### config.mk
export PLATFORM = sky130hd
export DESIGN_NAME = ckt_ram
export DESIGN_NICKNAME = d
export VERILOG_FILES = /design/src/hw/rtl/ckt_ram.sv
export SDC_FILE = /design/constraint.sdc
export NUM_CORES = 1
export LEC_CHECK = 0
export BUFFER_PORTS_ARGS = -buffer_cell sky130_fd_sc_hd__buf_2
export CAP_MARGIN = 10
export CORE_MARGIN = 2
export CORE_UTILIZATION = 59
export DETAILED_ROUTE_END_ITERATION = 7
export PLACE_DENSITY_LB_ADDON = 0.08
export SYNTH_ARGS = -nofsm -noshare
export SYNTH_HDL_FRONTEND = slang
export SYNTH_SLANG_ARGS = --single-unit
### constraint.sdc
create_clock -name aclk -period 1.8 [get_ports aclk]
set_input_delay 0.09 -clock aclk [delete_from_list [all_inputs] [get_ports aclk]]
set_output_delay 0.09 -clock aclk [all_outputs]
set_load 0.005 [all_outputs]
### src/hw/rtl/ckt_ram.sv
// ============================================================================
// ckt_ram - generic simple dual-port RAM
// One write port and one read port; the read data is registered and only
// updates when a read is enabled, so it holds while the reader stalls.
// ============================================================================
module ckt_ram #(
    parameter int WIDTH = 8,
    parameter int DEPTH = 16
) (
    input  logic                                  aclk,
    input  logic                                  wr_en,
    input  logic [(DEPTH > 1 ? $clog2(DEPTH) : 1)-1:0] wr_addr,
    input  logic [WIDTH-1:0]                      wr_data,
    input  logic                                  rd_en,
    input  logic [(DEPTH > 1 ? $clog2(DEPTH) : 1)-1:0] rd_addr,
    output logic [WIDTH-1:0]                      rd_data
);

    logic [WIDTH-1:0] mem_reg [DEPTH];
    logic [WIDTH-1:0] rd_data_reg;

    always_ff @(posedge aclk) begin
        if (wr_en) begin
            mem_reg[wr_addr] <= wr_data;
        end
        if (rd_en) begin
            rd_data_reg <= mem_reg[rd_addr];
        end
    end

    assign rd_data = rd_data_reg;

endmodule

==> impl_metrics.json <==
{
  "grtUsageTotal_pct": 23.2,
  "dp_slack_ns": 0.0755,
  "p_leak_nw": 2.15,
  "port_buffers": 26,
  "powerDensity_nw_per_um2": 1170,
  "setup_viol": 0,
  "multiInputGateArea_sq_um": 1060,
  "critical_path_required_ns": 2.05,
  "syn2layout_area_growth_pct": 20.3,
  "synth_nets": 248,
  "cts_tree": "yes",
  "fin_nets": 314,
  "finalCritPeriodShare_pct": 88.5,
  "io_pins": 27,
  "fin_worst_skew_ns": 0.00724,
  "place.gp.congestion": 0.758,
  "finalSetupTns_ns": 0,
  "hp-class": "input port to flip-flop",
  "post_drt_wl_per_cell_um": 24.6,
  "cts_resized": 0,
  "viasPerCell": 6.16,
  "status": "finished, final reports clean",
  "synth.top_cell.area_share_pct": 78.1,
  "worstSetupPathType": "flip-flop to flip-flop",
  "design_area_sq_um": 6290,
  "synth.area.top_cells": "edfxtp_1 78%, mux4_2 7.8%, mux4_1 7.0%, a22oi_1 2.3%, nor2_1 0.93%",
  "end_kind": "flip-flop",
  "grt-ovfl-total": 0,
  "setup_slack_ns": 0.207,
  "dpl_cell_area_sq_um": 5610,
  "wl_mm": 10.2,
  "htreeDepth": 4,
  "cts-root-buf": "clkbuf_8",
  "seqCellArea_sq_um": 4080,
  "ir_drop_uv": 735,
  "cp_max_fo": 1,
  "antenna_left": 0,
  "grt_first_pass_wirelength_mm": 15.6,
  "cts_setup_buffers": 0,
  "max_freq_mhz": 628,
  "largest_reg_flops": 128,
  "dp_hpwl_mm": 6.48,
  "antenna_found_initial": 0,
  "drt-initial-drc-count": 202,
  "finalHoldViolCount": 0,
  "start_util_pct": 60.5,
  "dp.cells": 375,
  "grt_pass1_vias": 2593,
  "drc": 0,
  "postSynthAreaPerCell_sq_um": 22.8,
  "yosysTopAreaCell": "edfxtp_1",
  "synth-seq-cells": 136,
  "drv_cap": 0,
  "nFillCells": 510,
  "clkSlewWorstSetupHoldPaths_ns": 0.06,
  "worstMarginPinSlew_ns": 0.594,
  "synth-warning-count": 0,
  "arrival_ns": 1.84,
  "die-area_sq_um": 9630,
  "postCtsHoldBufs": 9,
  "n_antenna_cell": 0,
  "path_cells": "mux4_1, a22oi_1, nand2_1",
  "cts_buffers": 17,
  "crit_family": "multiplexers",
  "ys_seq_area_share_pct": 78.1,
  "critPathSlowestCell": "mux4_1",
  "grt_max_degree": 17,
  "fp-row-count": 34,
  "layout.cells.non_filler": 416,
  "slew_headroom_pct": 60.2,
  "crit_path_start_kind": "flip-flop",
  "die_h_um": 98.1,
  "p_total_mw": 7.34,
  "synthesis.area_sq_um": 5230,
  "drt-pass1-iter-count": 5,
  "fin_crit_ns": 1.59,
  "rsz0062_at_grt": "false",
  "clock_latency_ns": 0.51,
  "cp.buffers_inverters": 0,
  "drive_above_1_share_pct": 31.5,
  "cts_sinks": 136,
  "synthCells": 229,
  "dieWidth_um": 98.1,
  "slew_viol_final": 0,
  "core_sq_um": 8640,
  "ys_types": 18,
  "cpPeakStageDelay_ns": 0.57,
  "clock_path_buffers": 2,
  "vias": 2563
}
logic make-up after synthesis:
kind of cell,share of synthesized area [%]
AOI/OAI and AO/OA,2.30
buffers and inverters,1.65
DFF,78.1
muxes,14.8
and+or+nand+nor,3.14
tightest hold or removal path, cell delays in order:
cell	delay (ns)
buf_2	0.16
nor3_1	0.07
buf_4	0.18
power breakdown:
group          switching [mW]  leakage [nW]  internal [mW]
registers              0.0165          1.24           3.57
logic                   0.199         0.640          0.159
clock network            1.28         0.276           2.12
total                    1.50          2.15           5.85
synthesized netlist by cell type (all sizes together):
cell type        n
nand2            9
nor2b            1
clkdlybuf4s25    3
nand2b           2
mux4            32
buf              7
or3b             1
edfxtp         136
and2b            1
nor2            13
and2             1
nand3            1
nor3             4
nand3b           2
a22oi           16
layer usage:
| metal | wire [um] | vias up | GRT usage (%) | part of all wire (%) |
|---|---|---|---|---|
| met5 | 0 | - | 0 | 0 |
| met4 | 74 | 0 | 6.01 | 0.72 |
| met3 | 584 | 7 | 6.66 | 5.7 |
| met2 | 4950 | 103 | 34.2 | 48 |
| met1 | 4640 | 1336 | 35.2 | 45 |
| li1 | - | 1117 | - | - |
metrics by stage:
stage	utilization (%)	hold WS [ns]
floorplan	-	0.189
global placement	65.0	0.449
detailed placement	65.0	0.457
CTS	72.8	0.130
global route	72.8	0.149
finish	72.8	0.160
worst paths after layout:
kind / from / to / slack [ns] / cells after the start
worst max-delay path: mem_reg[10][2] / rd_data[2] / 0.21 / 3
worst min-delay path: wr_addr[0] / mem_reg[8][2] / 0.16 / 3
worst max register to register: mem_reg[10][2] / rd_data[2] / 0.21 / 3
worst min register to register: mem_reg[7][3] / rd_data[3] / 0.75 / 3
cell usage in the layout (no fill, tap or decap), drive strengths merged:
| master | count |
|---|---|
| edfxtp | 136 |
| buf | 48 |
| mux4 | 32 |
| clkbuf | 18 |
| a22oi | 16 |
| nor2 | 13 |
| nand2 | 9 |
| dlygate4sd3 | 9 |
| nor3 | 4 |
| clkinvlp | 4 |
| inv | 4 |
| bufinv | 3 |
| clkinv | 3 |
| nand3b | 2 |
| nand2b | 2 |
| nor2b | 1 |
| and2 | 1 |
| and2b | 1 |
| nand3 | 1 |
| or3b | 1 |
cell type report:
cell class,count,share of cell area (%)
Clock buffer,18,6.64
Clock inverter,14,2.75
Multi-Input combinational cell,83,16.8
Sequential cell,136,64.9
Tap cell,108,2.15
Timing Repair Buffer,57,6.72
(Power assumes the default switching activity.)
